===== src/rtl/core/mcoa_pkg.sv =====
package mcoa_pkg;

    // Field widths
    localparam int SampleBits = 12;
    localparam int OffsetBits = 12;
    localparam int DirBits    = 2;
    localparam int PosBits    = 32;
    localparam int VelBits    = 16;
    localparam int IdxBits    = 5;
    localparam int AvgBits    = 16;
    localparam int VelOutBits = 22;

    // Moving average ring
    localparam int AvgTaps  = 8;
    localparam int AvgShift = 3;
    localparam int PtrBits  = 3;
    localparam int SumBits  = AvgBits + AvgShift;

    localparam logic [OffsetBits-1:0] OffsetReset = 12'd2048;

    // Register index of zero_current_offset (paddr[2])
    localparam logic RegOffsetIdx = 1'b0;

    // Current scaling 100000/14978, truncated toward zero. The rounded-up
    // reciprocal with a 26-bit shift is exact for magnitudes below 4096.
    localparam longint ScaleNum     = 100000;
    localparam longint ScaleDen     = 14978;
    localparam int     ScaleShift   = 26;
    localparam int     ScaleMulBits = 29;
    localparam logic [ScaleMulBits-1:0] ScaleMul =
        ScaleMulBits'((((64'd1 << ScaleShift) * ScaleNum) + ScaleDen - 1) / ScaleDen);

    localparam int VelGain = 30;

    // Direction codes
    localparam logic [DirBits-1:0] DirFwd  = 2'b01;
    localparam logic [DirBits-1:0] DirStop = 2'b00;
    localparam logic [DirBits-1:0] DirRev  = 2'b11;

    typedef enum logic [1:0] {
        ST_MEAS     = 2'd0,
        ST_CAPTURE  = 2'd1,
        ST_CAL_END  = 2'd2
    } t_status;

    typedef struct packed {
        logic [SampleBits-1:0]        sample;
        logic                         start;
        logic signed [AvgBits-1:0]    scaled;
        logic [DirBits-1:0]           dir;
        logic [PosBits-1:0]           pos;
        logic signed [VelOutBits-1:0] vel;
    } t_scaled_item;

    typedef struct packed {
        t_status                      status;
        logic [IdxBits-1:0]           idx;
        logic [SampleBits-1:0]        smp;
        logic signed [AvgBits-1:0]    avg;
        logic [DirBits-1:0]           dir;
        logic [PosBits-1:0]           pos;
        logic signed [VelOutBits-1:0] vel;
    } t_result;

endpackage


===== src/rtl/core/motor_current_offset_average_unit.sv =====
// Channel   Dir  Signals                          Contents
// s_axis    in   tvalid/tready/tdata[63:0]/tuser  one converter sample with encoder data
// m_axis    out  tvalid/tready/tdata[95:0]/tuser  one result per sample
// apb       in   psel/penable/pwrite/paddr/...    zero_current_offset at byte address 0
//
// Two register stages: scaling (one 12x29 multiply) then ring/sum update or calibration
// capture into the result register; one sample accepted per cycle while m_axis is not stalled.
// The 8-entry ring keeps a running sum, so each update is one add and subtract.
// Active-low sync reset clears ring, sum, calibration state and avg/dir/pos/vel outputs.
// A stalled m_axis holds the result register and back-pressures s_axis through both stages.
module motor_current_offset_average_unit import mcoa_pkg::*; #(
    parameter int CalSamples = 32
) (
    input  logic        i_clk,
    input  logic        i_rst_n,

    input  logic        s_axis_tvalid,
    output logic        s_axis_tready,
    // [11:0] adc_sample, [13:12] encoder_direction, [45:14] encoder_position,
    // [61:46] encoder_velocity, [63:62] zero
    input  logic [63:0] s_axis_tdata,
    // [0] start_calibration
    input  logic        s_axis_tuser,

    output logic        m_axis_tvalid,
    input  logic        m_axis_tready,
    // [4:0] capture_index, [16:5] capture_sample, [32:17] current_average,
    // [34:33] direction_out, [66:35] position_out, [88:67] velocity_out, [95:89] zero
    output logic [95:0] m_axis_tdata,
    // [1:0] status
    output logic [1:0]  m_axis_tuser,

    input  logic        psel,
    input  logic        penable,
    input  logic        pwrite,
    input  logic [2:0]  paddr,
    input  logic [31:0] pwdata,
    output logic [31:0] prdata,
    output logic        pready
);

    logic [OffsetBits-1:0] r_offset;
    logic                  s1_valid;
    logic                  s1_adv;
    t_scaled_item          s1_item;
    t_result               res;

    // Configuration
    assign pready = 1'b1;
    assign prdata = (paddr[2] == RegOffsetIdx) ? 32'(r_offset) : '0;

    always_ff @(posedge i_clk) begin
        if (!i_rst_n) begin
            r_offset <= OffsetReset;
        end else if (psel && penable && pwrite && pready && (paddr[2] == RegOffsetIdx)) begin
            r_offset <= pwdata[OffsetBits-1:0];
        end
    end

    mcoa_scale u_scale (
        .i_clk    (i_clk),
        .i_rst_n  (i_rst_n),
        .i_valid  (s_axis_tvalid),
        .i_sample (s_axis_tdata[11:0]),
        .i_start  (s_axis_tuser),
        .i_dir    (s_axis_tdata[13:12]),
        .i_pos    (s_axis_tdata[45:14]),
        .i_vel    (s_axis_tdata[61:46]),
        .i_offset (r_offset),
        .i_adv    (s1_adv),
        .o_ready  (s_axis_tready),
        .o_valid  (s1_valid),
        .o_item   (s1_item)
    );

    mcoa_avg #(
        .CalSamples (CalSamples)
    ) u_avg (
        .i_clk    (i_clk),
        .i_rst_n  (i_rst_n),
        .i_valid  (s1_valid),
        .i_item   (s1_item),
        .i_ready  (m_axis_tready),
        .o_adv    (s1_adv),
        .o_valid  (m_axis_tvalid),
        .o_result (res)
    );

    assign m_axis_tuser = res.status;
    assign m_axis_tdata = {7'd0, res.vel, res.pos, res.dir, res.avg, res.smp, res.idx};

    // Assertions

    a_end_no_capture: assert property (@(posedge i_clk) disable iff (!i_rst_n)
        m_axis_tvalid && (m_axis_tuser == ST_CAL_END) |-> (m_axis_tdata[16:0] == '0))
        else $error("calibration end result carries capture data");

    a_stop_no_vel: assert property (@(posedge i_clk) disable iff (!i_rst_n)
        m_axis_tvalid && (m_axis_tuser == ST_MEAS) && (m_axis_tdata[34:33] == DirStop)
        |-> (m_axis_tdata[88:67] == '0))
        else $error("velocity nonzero with stopped direction");

    a_offset_write: assert property (@(posedge i_clk) disable iff (!i_rst_n)
        psel && penable && pwrite && (paddr[2] == RegOffsetIdx)
        |=> (r_offset == $past(pwdata[OffsetBits-1:0])))
        else $error("offset register not written");

endmodule


===== src/rtl/core/mcoa_scale.sv =====
module mcoa_scale import mcoa_pkg::*; (
    input  logic                  i_clk,
    input  logic                  i_rst_n,
    input  logic                  i_valid,
    input  logic [SampleBits-1:0] i_sample,
    input  logic                  i_start,
    input  logic [DirBits-1:0]    i_dir,
    input  logic [PosBits-1:0]    i_pos,
    input  logic [VelBits-1:0]    i_vel,
    input  logic [OffsetBits-1:0] i_offset,
    input  logic                  i_adv,
    output logic                  o_ready,
    output logic                  o_valid,
    output t_scaled_item          o_item
);

    localparam int ProdBits = SampleBits + ScaleMulBits;

    logic                         r_valid;
    t_scaled_item                 r_item;
    t_scaled_item                 n_item;

    logic signed [SampleBits:0]   diff;
    logic [SampleBits-1:0]        mag;
    logic [ProdBits-1:0]          prod;
    logic [AvgBits-2:0]           quo;
    logic [VelOutBits-2:0]        vel_mag;

    assign o_ready = !r_valid || i_adv;
    assign o_valid = r_valid;
    assign o_item  = r_item;

    always_comb begin
        diff    = $signed({1'b0, i_sample}) - $signed({1'b0, i_offset});
        mag     = diff[SampleBits] ? SampleBits'(-diff) : diff[SampleBits-1:0];
        prod    = ProdBits'(mag) * ProdBits'(ScaleMul);
        quo     = prod[ScaleShift +: AvgBits-1];
        vel_mag = (VelOutBits-1)'(i_vel) * (VelOutBits-1)'(VelGain);

        n_item.sample = i_sample;
        n_item.start  = i_start;
        n_item.pos    = i_pos;
        n_item.scaled = diff[SampleBits] ? -$signed({1'b0, quo}) : $signed({1'b0, quo});

        // out-of-range code -2 counts as reverse
        case (i_dir)
            DirFwd: begin
                n_item.dir = DirFwd;
                n_item.vel = $signed({1'b0, vel_mag});
            end
            DirStop: begin
                n_item.dir = DirStop;
                n_item.vel = '0;
            end
            default: begin
                n_item.dir = DirRev;
                n_item.vel = -$signed({1'b0, vel_mag});
            end
        endcase
    end

    always_ff @(posedge i_clk) begin
        if (!i_rst_n) begin
            r_valid <= 1'b0;
        end else if (o_ready) begin
            r_valid <= i_valid;
        end
    end

    always_ff @(posedge i_clk) begin
        if (i_valid && o_ready) begin
            r_item <= n_item;
        end
    end

endmodule


===== src/rtl/core/mcoa_avg.sv =====
module mcoa_avg import mcoa_pkg::*; #(
    parameter int CalSamples = 32
) (
    input  logic         i_clk,
    input  logic         i_rst_n,
    input  logic         i_valid,
    input  t_scaled_item i_item,
    input  logic         i_ready,
    output logic         o_adv,
    output logic         o_valid,
    output t_result      o_result
);

    localparam int CntBits = $clog2(CalSamples + 1);
    localparam int IdxWide = (CntBits > IdxBits) ? CntBits : IdxBits;

    logic                         r_valid;
    logic                         r_cal;
    logic [CntBits-1:0]           r_cnt;
    logic signed [AvgBits-1:0]    r_ring [AvgTaps];
    logic [PtrBits-1:0]           r_ptr;
    logic signed [SumBits-1:0]    r_sum;
    t_status                      r_status;
    logic [IdxBits-1:0]           r_idx;
    logic [SampleBits-1:0]        r_smp;
    logic signed [AvgBits-1:0]    r_avg;
    logic [DirBits-1:0]           r_dir;
    logic [PosBits-1:0]           r_pos;
    logic signed [VelOutBits-1:0] r_vel;

    logic                         take;
    logic                         cal_now;
    logic [CntBits-1:0]           cnt_now;
    logic                         capture;
    logic [IdxWide-1:0]           idx_wide;
    logic signed [SumBits-1:0]    n_sum;
    logic [PtrBits-1:0]           n_ptr;

    assign o_adv   = !r_valid || i_ready;
    assign o_valid = r_valid;
    assign take    = i_valid && o_adv;

    assign o_result.status = r_status;
    assign o_result.idx    = r_idx;
    assign o_result.smp    = r_smp;
    assign o_result.avg    = r_avg;
    assign o_result.dir    = r_dir;
    assign o_result.pos    = r_pos;
    assign o_result.vel    = r_vel;

    always_comb begin
        // start flag restarts capture before this sample is handled
        cal_now  = r_cal || i_item.start;
        cnt_now  = i_item.start ? '0 : r_cnt;
        capture  = cal_now && (cnt_now < CntBits'(CalSamples));
        idx_wide = IdxWide'(cnt_now);
        // running sum: drop the oldest entry, add the new one
        n_sum    = r_sum - SumBits'(r_ring[r_ptr]) + SumBits'(i_item.scaled);
        n_ptr    = (r_ptr == PtrBits'(AvgTaps - 1)) ? '0 : r_ptr + 1'b1;
    end

    always_ff @(posedge i_clk) begin
        if (!i_rst_n) begin
            r_valid <= 1'b0;
            r_cal   <= 1'b0;
            r_cnt   <= '0;
            r_ptr   <= '0;
            r_sum   <= '0;
            r_avg   <= '0;
            r_dir   <= '0;
            r_pos   <= '0;
            r_vel   <= '0;
            for (int i = 0; i < AvgTaps; i++) begin
                r_ring[i] <= '0;
            end
        end else begin
            if (o_adv) begin
                r_valid <= i_valid;
            end
            if (take) begin
                if (cal_now) begin
                    if (capture) begin
                        r_cal <= 1'b1;
                        r_cnt <= cnt_now + 1'b1;
                    end else begin
                        r_cal <= 1'b0;
                        r_cnt <= cnt_now;
                    end
                end else begin
                    r_ring[r_ptr] <= i_item.scaled;
                    r_ptr         <= n_ptr;
                    r_sum         <= n_sum;
                    r_avg         <= AvgBits'(n_sum >>> AvgShift);
                    r_dir         <= i_item.dir;
                    r_pos         <= i_item.pos;
                    r_vel         <= i_item.vel;
                end
            end
        end
    end

    always_ff @(posedge i_clk) begin
        if (take) begin
            if (!cal_now) begin
                r_status <= ST_MEAS;
                r_idx    <= '0;
                r_smp    <= '0;
            end else if (capture) begin
                r_status <= ST_CAPTURE;
                r_idx    <= idx_wide[IdxBits-1:0];
                r_smp    <= i_item.sample;
            end else begin
                r_status <= ST_CAL_END;
                r_idx    <= '0;
                r_smp    <= '0;
            end
        end
    end

endmodule

===== config.mk =====
export PLATFORM = sky130hd
export DESIGN_NAME = motor_current_offset_average_unit
export DESIGN_NICKNAME = d
export VERILOG_FILES = /design/src/rtl/core/mcoa_pkg.sv /design/src/rtl/core/motor_current_offset_average_unit.sv /design/src/rtl/core/mcoa_scale.sv /design/src/rtl/core/mcoa_avg.sv
export SDC_FILE = /design/constraint.sdc
export NUM_CORES = 1
export LEC_CHECK = 0
export BUFFER_PORTS_ARGS = -buffer_cell sky130_fd_sc_hd__buf_2
export CAP_MARGIN = 25
export CORE_MARGIN = 2
export CORE_UTILIZATION = 37
export DETAILED_ROUTE_END_ITERATION = 6
export PLACE_DENSITY_LB_ADDON = 0.05
export REMOVE_ABC_BUFFERS = 1
export SYNTH_ARGS = -nofsm -noshare
export SYNTH_HDL_FRONTEND = slang
export SYNTH_HIERARCHICAL = 1
export SYNTH_SLANG_ARGS = --single-unit

===== constraint.sdc =====
create_clock -name i_clk -period 14.5 [get_ports i_clk]
set_input_delay 0.725 -clock i_clk [delete_from_list [all_inputs] [get_ports i_clk]]
set_output_delay 0.725 -clock i_clk [all_outputs]
set_load 0.05 [all_outputs]

======== Word level (Yosys, flattened, before mapping) ========
Memory sizes are Yosys's and may differ from the RTL's. A register that Yosys moved wholly into a read port is not among the register bits.
Index checks and enable logic that the tools add are counted.
storage, ports and cells
  memories ................................ 1
  logic and storage cells ................. 73
  RAM bits ................................ 128
  register bits ........................... 219
  output and inout bits ................... 133
  bits of input ports ..................... 107
operators by class
  order comparisons ....................... 1
  bitwise logic cells ..................... 2
  muxes and demuxes ....................... 20
  equality and inequality tests ........... 2
  $add $sub $neg .......................... 8
  reduce and logical (&&, ||, !) cells .... 16
  $mul .................................... 2
memories
  memory        words  bits a word  read ports  clocked after Yosys merged registers in  write ports  RTL line        RTL
  u_avg.r_ring  8      16           1           1                                        8            mcoa_avg.sv:20  logic signed [AvgBits-1:0] r_ring [AvgTaps];
operator list
  cell                                                  number
  case mux 22 bit (2 select lines)                      1
  multiplier 12 x 29 -> 41 bit (second input constant)  1
  2-to-1 mux 12 bit                                     2
  negation 21 -> 22 bit                                 1
  multiplier 16 x 4 -> 20 bit (second input constant)   1
  adder 19 x 16 -> 19 bit                               1
  subtractor 19 x 16 -> 19 bit                          1
  2-to-1 mux 16 bit                                     1
  negation 15 -> 16 bit                                 1
  OR reduction 16 bit                                   1
  2-to-1 mux 15 bit                                     1
  subtractor 12 x 12 -> 13 bit                          1
  2-to-1 mux 3 bit                                      4
  2-to-1 mux 6 bit                                      2
  negation 12 bit                                       1
  2-to-1 mux 1 bit                                      7
  adder 6 x 1 -> 6 bit (second input constant)          1
  logical AND 1 bit                                     6
  less-than comparator 6 bit (second input constant)    1
  AND reduction 2 bit                                   3
  case mux 2 bit (2 select lines)                       1
  adder 3 x 1 -> 3 bit (second input constant)          1
  equality test 3 bit (second input constant)           1
  logical OR 1 bit                                      3
  5 further kinds                                       7

======== Depth between registers and ports, before layout ========
Gate-level depths: netlist (run 1).
  depth after elaboration ................. 8
  mapped depth ............................ 39

======== Hierarchy ========
Netlist (run 1), hierarchy kept.
by module, submodules not included
  module                             cells each  instances  area each (um2)
  mcoa_avg                           1026        1          11309.6
  mcoa_scale                         1082        1          11300.8
  motor_current_offset_average_unit  96          1          799.5

======== Worst setup path before layout (run 1) ========
No wires, ideal clock.
  path kind ............................... input to register
  start ................................... in s_axis_tdata[0]
  end ..................................... reg u_scale.r_item, in the netlist u_scale/o_item[70] (data pin)
  stages .................................. 34
  arrival ................................. 9141 ps
  path slack .............................. 5098 ps
  library setup time ...................... 261 ps
  cells stage by stage .................... inv_1 -> ha_1 -> inv_1 -> fa_1 -> a21o_1 -> a21oi_1 -> o21ai_0 -> a21oi_1 -> o21ai_0 -> a21o_1 -> a21oi_1 -> a21o_1 -> clkbuf_1 -> o31ai_1 -> xor2_1 -> fa_1 -> fa_1 -> fa_1 -> inv_1 -> fa_1 -> inv_1 -> fa_1 -> inv_1 -> ha_1 -> a2111oi_0 -> o21a_1 -> nor3_1 -> or4_1 -> a21o_1 -> a32oi_2 -> o2111ai_1 -> nor3_2 -> a41oi_1 -> xnor2_1
RTL lines
  element               RTL line                                 RTL
  start, declared       motor_current_offset_average_unit.sv:21  input logic [63:0] s_axis_tdata,
  end signal, assigned  mcoa_scale.sv:72                         r_item <= n_item;
  end, declared         mcoa_scale.sv:20                         t_scaled_item r_item;

==> impl_metrics.yaml, run 1 <==
run_status:
  status: "complete, no violations"
route:
  vias: 16285
  top_layer: "met4"
  wl_met1_um: 27600
  routed_wl_um: 60600
  dr_wl_met2_um: 29900
  route.met3.wl_um: 1950
  wl_per_cell_um: 18.7
  via_per_inst: 5.03
  drc: 0
  dr.pass1.iters: 5
  ant_nets: 0
  drt_iter0_markers: 663
placed_design:
  placed_cell_area_um2: 25000
  io_buffers: 187
  hpwl_um: 44100
  gp_congestion: 0.833
critical_path:
  crit_path_end_kind: "flip-flop"
  critical_path_class: "flip-flop to flip-flop"
  cp_slowest_cell: "xor2_1"
  critPathTopFamily: "compound AO/OA/AOI/OAI gates"
  cp_common_cell: "fa_1"
  startpoint_type: "flip-flop"
  critical_path_arrival_ns: 10.63
  critical_path.max_fanout: 11
  required_ns: 14.82
  cp_num_buf_inv: 4
  cpPeakStageDelay_ns: 0.80
floorplanning:
  core_area_um2: 62900
  row_count: 92
  die_area_um2: 65300
  io_pins: 240
  die_h_um: 256
  die_x_um: 256
  start_util_pct: 37.2
layout:
  fillCellCount: 6066
  final_nets: 2810
  final_util_pct: 42.2
  drive_above_1_share_pct: 14.9
  multi_input_area_um2: 12800
  synthToLayoutAreaGrowth_pct: 13.3
  design_area_um2: 26500
  seqCellArea_um2: 8980
timing:
  max_freq_mhz: 97.0
  rsz0062_at_grt: "false"
  setup_viol: 0
  hold_violations: 0
  worst_hold_slack_ns: 0.318
  tightestPinTransition_ns: 1.02
  relSlewSlack_pct: 32.1
  period_needed_ns: 10.31
  final.setup_skew_ns: 0.0326
  setup_tns_ns: 0
  slew_violations: 0
  fin_crit_sh_pct: 71.1
clock_tree:
  ctsResizeCount: 0
  cts.sinks: 333
  cts_buffers: 41
  ctsHtreeMaxLevel: 2
  cts_max_path_buffers: 3
  clk_pin_slew_ns: 0.06
  clkLatencyLatePin_ns: 0.59
  post_cts_buffers: 0
  cts_tree: "yes"
  ctsHoldBuffers: 0
  cts-root-buf: "clkbuf_16"
synth:
  synth_most_common_cell: "inv_1"
  synth_cell_types: 90
  yosys.area.top_type_share_pct: 29.6
  yosysWarnings: 6
  synth_flop_cell: "edfxtp_1"
  async_flop_share_pct: 0
  syn_inst: 2204
  synth-seq-cells: 333
  synth_common_cells: "267 x inv_1, 231 x edfxtp_1, 217 x nand2_1"
  synth_edf_count: 231
  syn_area_um2: 23400
  syn_avg_cell_area_um2: 10.6
  yosysSeqAreaShare_pct: 38.4
  yosysTopAreaCell: "edfxtp_1"
  synthTopCellsByArea: "edfxtp_1 30%, fa_1 14%, ha_1 9.9%"
global_routing:
  antenna_found_initial: 1
  grt_max_degree: 72
  grt_pass1_wl_um: 97100
  grt-ovfl-total: 0
  grt_usage_pct: 18.7
  grt_pass1_vias: 17012
hold_path:
  hp-class: "primary input to flip-flop"
run:
  cap_violations: 0
[worst paths after layout]
kind	start	to	slack, ns	cells after the start
worst max-delay path	r_offset[0]	u_scale/o_item[70]	4.19	32
worst min-delay path	s_axis_tuser	u_scale/o_item[72]	0.32	1
worst max register to register	r_offset[0]	u_scale/o_item[70]	4.19	32
worst min register to register	u_avg/r_pos[21]	u_avg/r_pos[21]	0.45	2
[registers in the layout, indices dropped and copies added (netlist names), 6 cells and up, named ones only]
register / flops
r_offset: 12
u_avg/r_cnt: 6
u_avg/r_pos: 32
u_avg/r_ring: 128
u_avg/r_smp: 12
u_avg/r_sum: 19
u_avg/r_vel: 22
u_scale/o_item: 84
[layer usage]
layer / vias up / track usage, %
li1: 7934 / -
met1: 8040 / 25.1
met2: 249 / 32.3
met3: 62 / 2.35
met4: 0 / 4.47
met5: - / 0
[area by class of cell]
cell class	count	share of cell area [%]
multi-input cells	1481	48.2
flip-flops and latches	333	33.8
repair buffers	218	4.44
clock buffers	56	4.34
inverters	282	3.99
well taps	846	3.99
clock inverters	19	1.21
diodes	1	0.00943
[per-stage QoR]
step,setup slack [ns],std cells
4_1_cts,4.10,3233
2_1_floorplan,5.11,2096
3_3_place_gp,3.63,3157
5_1_grt,3.34,3236
3_5_place_dp,3.65,3158
6_report,4.19,3236
[kinds of logic (layout without fill, tap and decap cells)]
family                     count (synthesis)  in the layout  share of synthesized area, %
and+or+nand+nor                          598            598                          12.9
buffers and inverters                    416            575                          7.54
AOI/OAI and AO/OA                        357            357                          9.70
adders and majority gates                346            346                          23.7
DFF                                      333            333                          38.4
xor gates and xnor gates                  85             85                          3.18
muxes                                     66             66                          4.61
other                                      3             30                        0.0481
[placed cells by master (no fill, tap or decap), types with 29 or more instances in the layout]
master and n:
nor3_1 71, nand3_1 29, and2_1 52, inv_1 267, conb_1 29, nand2_1 216, dfxtp_1 101, xnor2_1 56
mux4_2 32, a21oi_1 137, clkbuf_16 41, nor4_1 61, edfxtp_1 231, o21ai_0 53, ha_1 185, xor2_1 29
buf_2 187, fa_1 161, nor2_1 53
Power of run 1 is not shown: default switching activity piles up to over one toggle a cycle in this logic, so the estimate is an artifact.
==> run 2, diff against run 1 <==
ABC_AREA = 1   (was default)
clock period = 10.15 ns   (was 14.5 ns; I/O delays follow)
==> run 2 against run 1 <==
Effect of this change: worst setup slack got worse by 2.4 ns; non-clock buffer count shrank 13; worst hold slack worse by 0.21 ns; synthesized cell count grew 37%; critical path depth is 6 higher; sequential cell count stayed put; design area rose by 5.7%; maximum frequency grew 24%; clock skew fell by 0.0019 ns.
==> impl_metrics.yaml, run 2 <==
critical_path:
  regToRegSetupSlack_ns: 1.83
  startpoint_type: "flip-flop"
  cpPeakStageDelay_ns: 0.58
  r2r-start: "r_offset[0]"
  required_ns: 10.45
  crit_start: "r_offset[0]"
  critical_path_arrival_ns: 8.62
  cp_slowest_cell: "xor2_1"
  critical_path_class: "flip-flop to flip-flop"
  crit_path_end_kind: "flip-flop"
  crit_path_end: "u_scale/o_item[66]"
  cp_common_cell: "nand2_1"
  rr_worst_depth: 38
  critical_path.max_fanout: 7
  timing.rr.end: "u_scale/o_item[66]"
timing:
  rsz0062_at_grt: "false"
  relSlewSlack_pct: 31.1
  final.setup_skew_ns: 0.0307
  hold_violations: 0
  max_freq_mhz: 120
  fin_crit_sh_pct: 82.0
  tightestPinTransition_ns: 1.03
  slew_violations: 0
  setup_tns_ns: 0
  setup_viol: 0
  period_needed_ns: 8.32
synth:
  async_flop_share_pct: 0
  syn_avg_cell_area_um2: 8.28
  yosysWarnings: 6
  syn_area_um2: 25000
  yosysSeqAreaShare_pct: 35.9
  synth_cell_types: 59
  yosys.area.top_type_share_pct: 27.7
  syn_inst: 3026
  synth_flop_cell: "edfxtp_1"
  yosysTopAreaCell: "edfxtp_1"
  synth-seq-cells: 333
  synth_edf_count: 231
  synthTopCellsByArea: "edfxtp_1 28%, fa_1 13%, ha_1 9.2%"
  synth_most_common_cell: "inv_1"
  synth_common_cells: "535 x inv_1, 534 x nor2_1, 512 x nand2_1"
placed_design:
  gp_congestion: 0.927
  hpwl_um: 52700
  io_buffers: 187
route:
  dr.pass1.iters: 5
  vias: 19632
  drt_iter0_markers: 1157
  ant_nets: 0
  wl_per_cell_um: 16.8
  routed_wl_um: 68700
  via_per_inst: 4.79
  drc: 0
floorplanning:
  die_area_um2: 69800
  core_area_um2: 67000
  start_util_pct: 37.4
  row_count: 95
  io_pins: 240
  die_h_um: 264
  die_x_um: 264
global_routing:
  grt_max_degree: 74
  gr-max-usage-layer: "met2"
  grt_use_met3_pct: 2.82
  use_met2_pct: 32.8
  grt_pass1_wl_um: 109000
  grt-ovfl-total: 0
  grt_usage_pct: 19.8
  antenna_found_initial: 0
  grt_pass1_vias: 19784
  use_met1_pct: 27.8
clock_tree:
  cts_buffers: 42
  cts_tree: "yes"
  cts_max_path_buffers: 3
  clkLatencyLatePin_ns: 0.57
  ctsResizeCount: 0
  cts-root-buf: "clkbuf_16"
  clk_pin_slew_ns: 0.06
  ctsHoldBuffers: 0
  post_cts_buffers: 0
  ctsHtreeMaxLevel: 2
  cts.sinks: 333
layout:
  largest_reg_flops: 128
  layout_common_cells: "535 x inv_1, 534 x nor2_1, 512 x nand2_1, 231 x edfxtp_1, 193 x o21ai_0"
  synthToLayoutAreaGrowth_pct: 12.0
  drive_above_1_share_pct: 10.4
  final_common_cell: "inv_1"
  final_nets: 3641
  fillCellCount: 6864
  largest-register: "u_avg/r_ring"
  num_antenna_cells: 0
hold_path:
  hp-class: "primary input to flip-flop"
run_status:
  status: "complete, no violations"
run:
  cap_violations: 0
-- run 2: cell types whose count changed after synthesis, moves of 60 or more --
cell	before	now
nand2_1	217	512
inv_1	267	535
nand3_1	30	112
o21ai_0	56	194
nor4_1	61	1
nor2_1	53	534
-- run 2: cell type report --
class	instances	area [um2]	share of cell area, %
multi-input cells	2047	13400	47.7
flip-flops and latches	333	8980	32.0
inverters	559	2100	7.48
clock buffers	54	1160	4.13
well taps	873	1090	3.90
repair buffers	205	1090	3.87
clock inverters	24	249	0.888
-- run 2: cells by family (layout without fill, tap and decap cells) --
kind of cell	Yosys count	after routing	synth area share, %
other	3	29	0.0450
XOR/XNOR	60	60	2.40
buffers and inverters	672	842	11.1
AND/OR/NAND/NOR	1254	1254	20.7
adder cells (fa/ha/maj)	346	346	22.1
AO/OA/AOI/OAI	358	358	7.76
flip-flops	333	333	35.9
-- run 2: through the flow --
step,hold slack (ns),utilization [%],area [um2],instances,setup WS (ns)
2_1_floorplan,0.435,-,24400,2939,2.64
3_3_place_gp,0.452,39.7,26600,4016,1.71
3_5_place_dp,0.457,39.7,26600,4017,1.63
4_1_cts,0.0699,41.8,28000,4095,1.87
5_1_grt,0.0766,41.8,28000,4095,1.28
6_report,0.112,41.8,28000,4095,1.83
-- run 2: worst min-delay path by stage --
stage                      from                 end  slack (ns)  depth (start not counted)
6_report       s_axis_tdata[22]  u_scale/o_item[30]        0.11                          1
5_1_grt        s_axis_tdata[22]  u_scale/o_item[30]        0.08                          1
4_1_cts        s_axis_tdata[22]  u_scale/o_item[30]        0.07                          1
3_5_place_dp     u_avg/r_cnt[5]      u_avg/r_cnt[5]        0.46                          2
3_3_place_gp     u_avg/r_sum[0]      u_avg/r_sum[0]        0.45                          2
2_1_floorplan    u_avg/r_sum[0]      u_avg/r_sum[0]        0.43                          2
-- run 2: per-layer routing --
layer	routed length (um)	part of all wire, %
met1	32500	47
met2	32000	47
met3	3160	4.6
met4	1070	1.6
met5	0	0
-- run 2: critical path: cells and delay by family, from the launching register on --
family | cells | cell delay (ns)
xor gates and xnor gates | 2 | 0.75
and+or+nand+nor | 17 | 2.12
AOI/OAI and AO/OA | 3 | 0.65
buffers and inverters | 7 | 0.70
adders and majority gates | 9 | 3.48
DFF | 1 | 0.38
Power of run 2 is left out for the same reason.
==> run 3, diff against run 2 <==
clock period = 7.5 ns   (was 10.15 ns; I/O delays follow)
==> run 3 against run 2 <==
Effect of this change: core utilization grew 3.2 points; sequential share of layout area shrank 2.2 points; clock skew shrank 0.0080 ns; global-route usage grew 0.56 points; critical path type unchanged; critical endpoint unchanged; highest routed layer unchanged.
==> impl_metrics.yaml, run 3 (synthesis gave the netlist of run 2 again) <==
run_status:
  status: "complete, no violations"
critical_path:
  timing.rr.end: "u_scale/o_item[66]"
  regToRegSetupSlack_ns: 0.43
  critical_path.max_fanout: 5
  crit_path_end: "u_scale/o_item[66]"
  cp_slowest_cell: "fa_1"
  critical_path_class: "flip-flop to flip-flop"
  required_ns: 7.79
  critical_path_arrival_ns: 7.37
  crit_path_end_kind: "flip-flop"
  r2r-start: "r_offset[5]"
  cpPeakStageDelay_ns: 0.56
  startpoint_type: "flip-flop"
  crit_start: "r_offset[5]"
  rr_worst_depth: 38
hold_path:
  hp-class: "primary input to flip-flop"
timing:
  final.setup_skew_ns: 0.0227
  fin_crit_sh_pct: 94.3
  hold_violations: 0
  setup_viol: 0
  slew_violations: 0
  relSlewSlack_pct: 36.8
  tightestPinTransition_ns: 0.948
  period_needed_ns: 7.07
  max_freq_mhz: 141
  rsz0062_at_grt: "true"
  setup_tns_ns: 0
layout:
  final_common_cell: "inv_1"
  final_nets: 3844
  synthToLayoutAreaGrowth_pct: 20.4
  layoutNonFillerInstCount: 4292
  seqCellArea_um2: 8980
  multi_input_area_um2: 14000
  largest-register: "u_avg/r_ring"
  num_antenna_cells: 0
  drive_above_1_share_pct: 18.6
  fillCellCount: 6773
  largest_reg_flops: 128
  layout_common_cells: "528 x inv_1, 517 x nor2_1, 471 x nand2_1, 231 x edfxtp_1, 191 x o21ai_0"
  design_area_um2: 30200
route:
  ant_nets: 0
  drt_iter0_markers: 1098
  wl_per_cell_um: 16.4
  routed_wl_um: 70400
  drc: 0
  dr.pass1.iters: 5
  via_per_inst: 4.71
  vias: 20235
clock_tree:
  cts_buffers: 40
  cts.sinks: 333
  clkLatencyLatePin_ns: 0.56
  cts-root-buf: "clkbuf_16"
  clk_pin_slew_ns: 0.06
  cts_tree: "yes"
  ctsHtreeMaxLevel: 2
  cts_max_path_buffers: 3
floorplanning:
  die_x_um: 264
  core_area_um2: 67000
  io_pins: 240
  start_util_pct: 37.4
  die_area_um2: 69800
  die_h_um: 264
  row_count: 95
global_routing:
  antenna_found_initial: 0
  grt_max_degree: 75
  grt_pass1_vias: 20579
  grt_pass1_wl_um: 112000
  grt-ovfl-total: 0
  grt_usage_pct: 20.4
placed_design:
  gp_congestion: 0.874
  hpwl_um: 54100
  io_buffers: 187
  numPlacedInstances: 4179
  placed_cell_area_um2: 27800
run:
  cap_violations: 0
## run 3: changes by cell type in the layout (fill, tap and decap cells not counted), sizes merged
| cell | previous run | this run |
|---|---|---|
| clkinv | 30 | 27 |
| dlygate4sd3 | 0 | 33 |
| buf | 205 | 377 |
| inv | 548 | 545 |
| clkinvlp | 1 | 0 |
| clkbuf | 54 | 56 |
| bufinv | 4 | 1 |
## run 3: stage by stage
step	util, %	setup slack [ns]	hold slack [ns]
after global placement	41.5	-0.185	0.454
after global routing	45.0	-0.0252	0.0197
after floorplan	-	0.122	0.435
after detailed placement	41.5	-0.256	0.456
after CTS	44.0	0.00137	0.0107
final	45.0	0.426	0.0458
## run 3: worst min-delay path by stage
stage	from	to	slack, ns	cells after the start
2_1_floorplan	u_avg/r_sum[0]	u_avg/r_sum[0]	0.43	2
6_report	s_axis_tdata[3]	u_scale/o_item[76]	0.05	1
5_1_grt	s_axis_tdata[5]	u_scale/o_item[78]	0.02	1
3_5_place_dp	u_avg/r_cnt[5]	u_avg/r_cnt[5]	0.46	2
4_1_cts	s_axis_tdata[5]	u_scale/o_item[78]	0.01	1
3_3_place_gp	u_scale/o_item[27]	u_avg/r_pos[5]	0.45	2
## run 3: cell type report
| class | instances | area share (%) |
|---|---|---|
| Sequential cell | 333 | 29.8 |
| Clock inverter | 14 | 0.365 |
| Tap cell | 873 | 3.62 |
| Inverter | 559 | 6.96 |
| Multi-Input combinational cell | 2047 | 46.4 |
| Timing Repair Buffer | 410 | 8.99 |
| Clock buffer | 56 | 3.89 |
## run 3: worst max-delay path: cells and delay by family, from the launching register on
family                     cells  cell delay (ns)
buffers and inverters          8             0.76
xor gates and xnor gates       2             0.30
and+or+nand+nor               14             1.22
adders and majority gates      8             3.30
AOI/OAI and AO/OA              6             0.86
DFF                            1             0.36
## run 3: metal layers
metal / vias up / wire length, um / share of wire, % / track usage [%]
met1: 9624 / 33800 / 48 / 28.3
met4: 0 / 1300 / 1.9 / 4.68
met2: 338 / 32800 / 47 / 33.8
li1: 10205 / - / - / -
met5: - / 0 / 0 / 0
met3: 68 / 2450 / 3.5 / 2.71
## run 3: what timing repair did
item,in CTS,in global routing
hold endpoints to repair,33,0
buffers inserted,1,9
gates resized for setup,8,148
hold buffers,33,0
endpoints found under the setup margin,9,15
pin swaps,2,52
Power of run 3 is left out for the same reason.
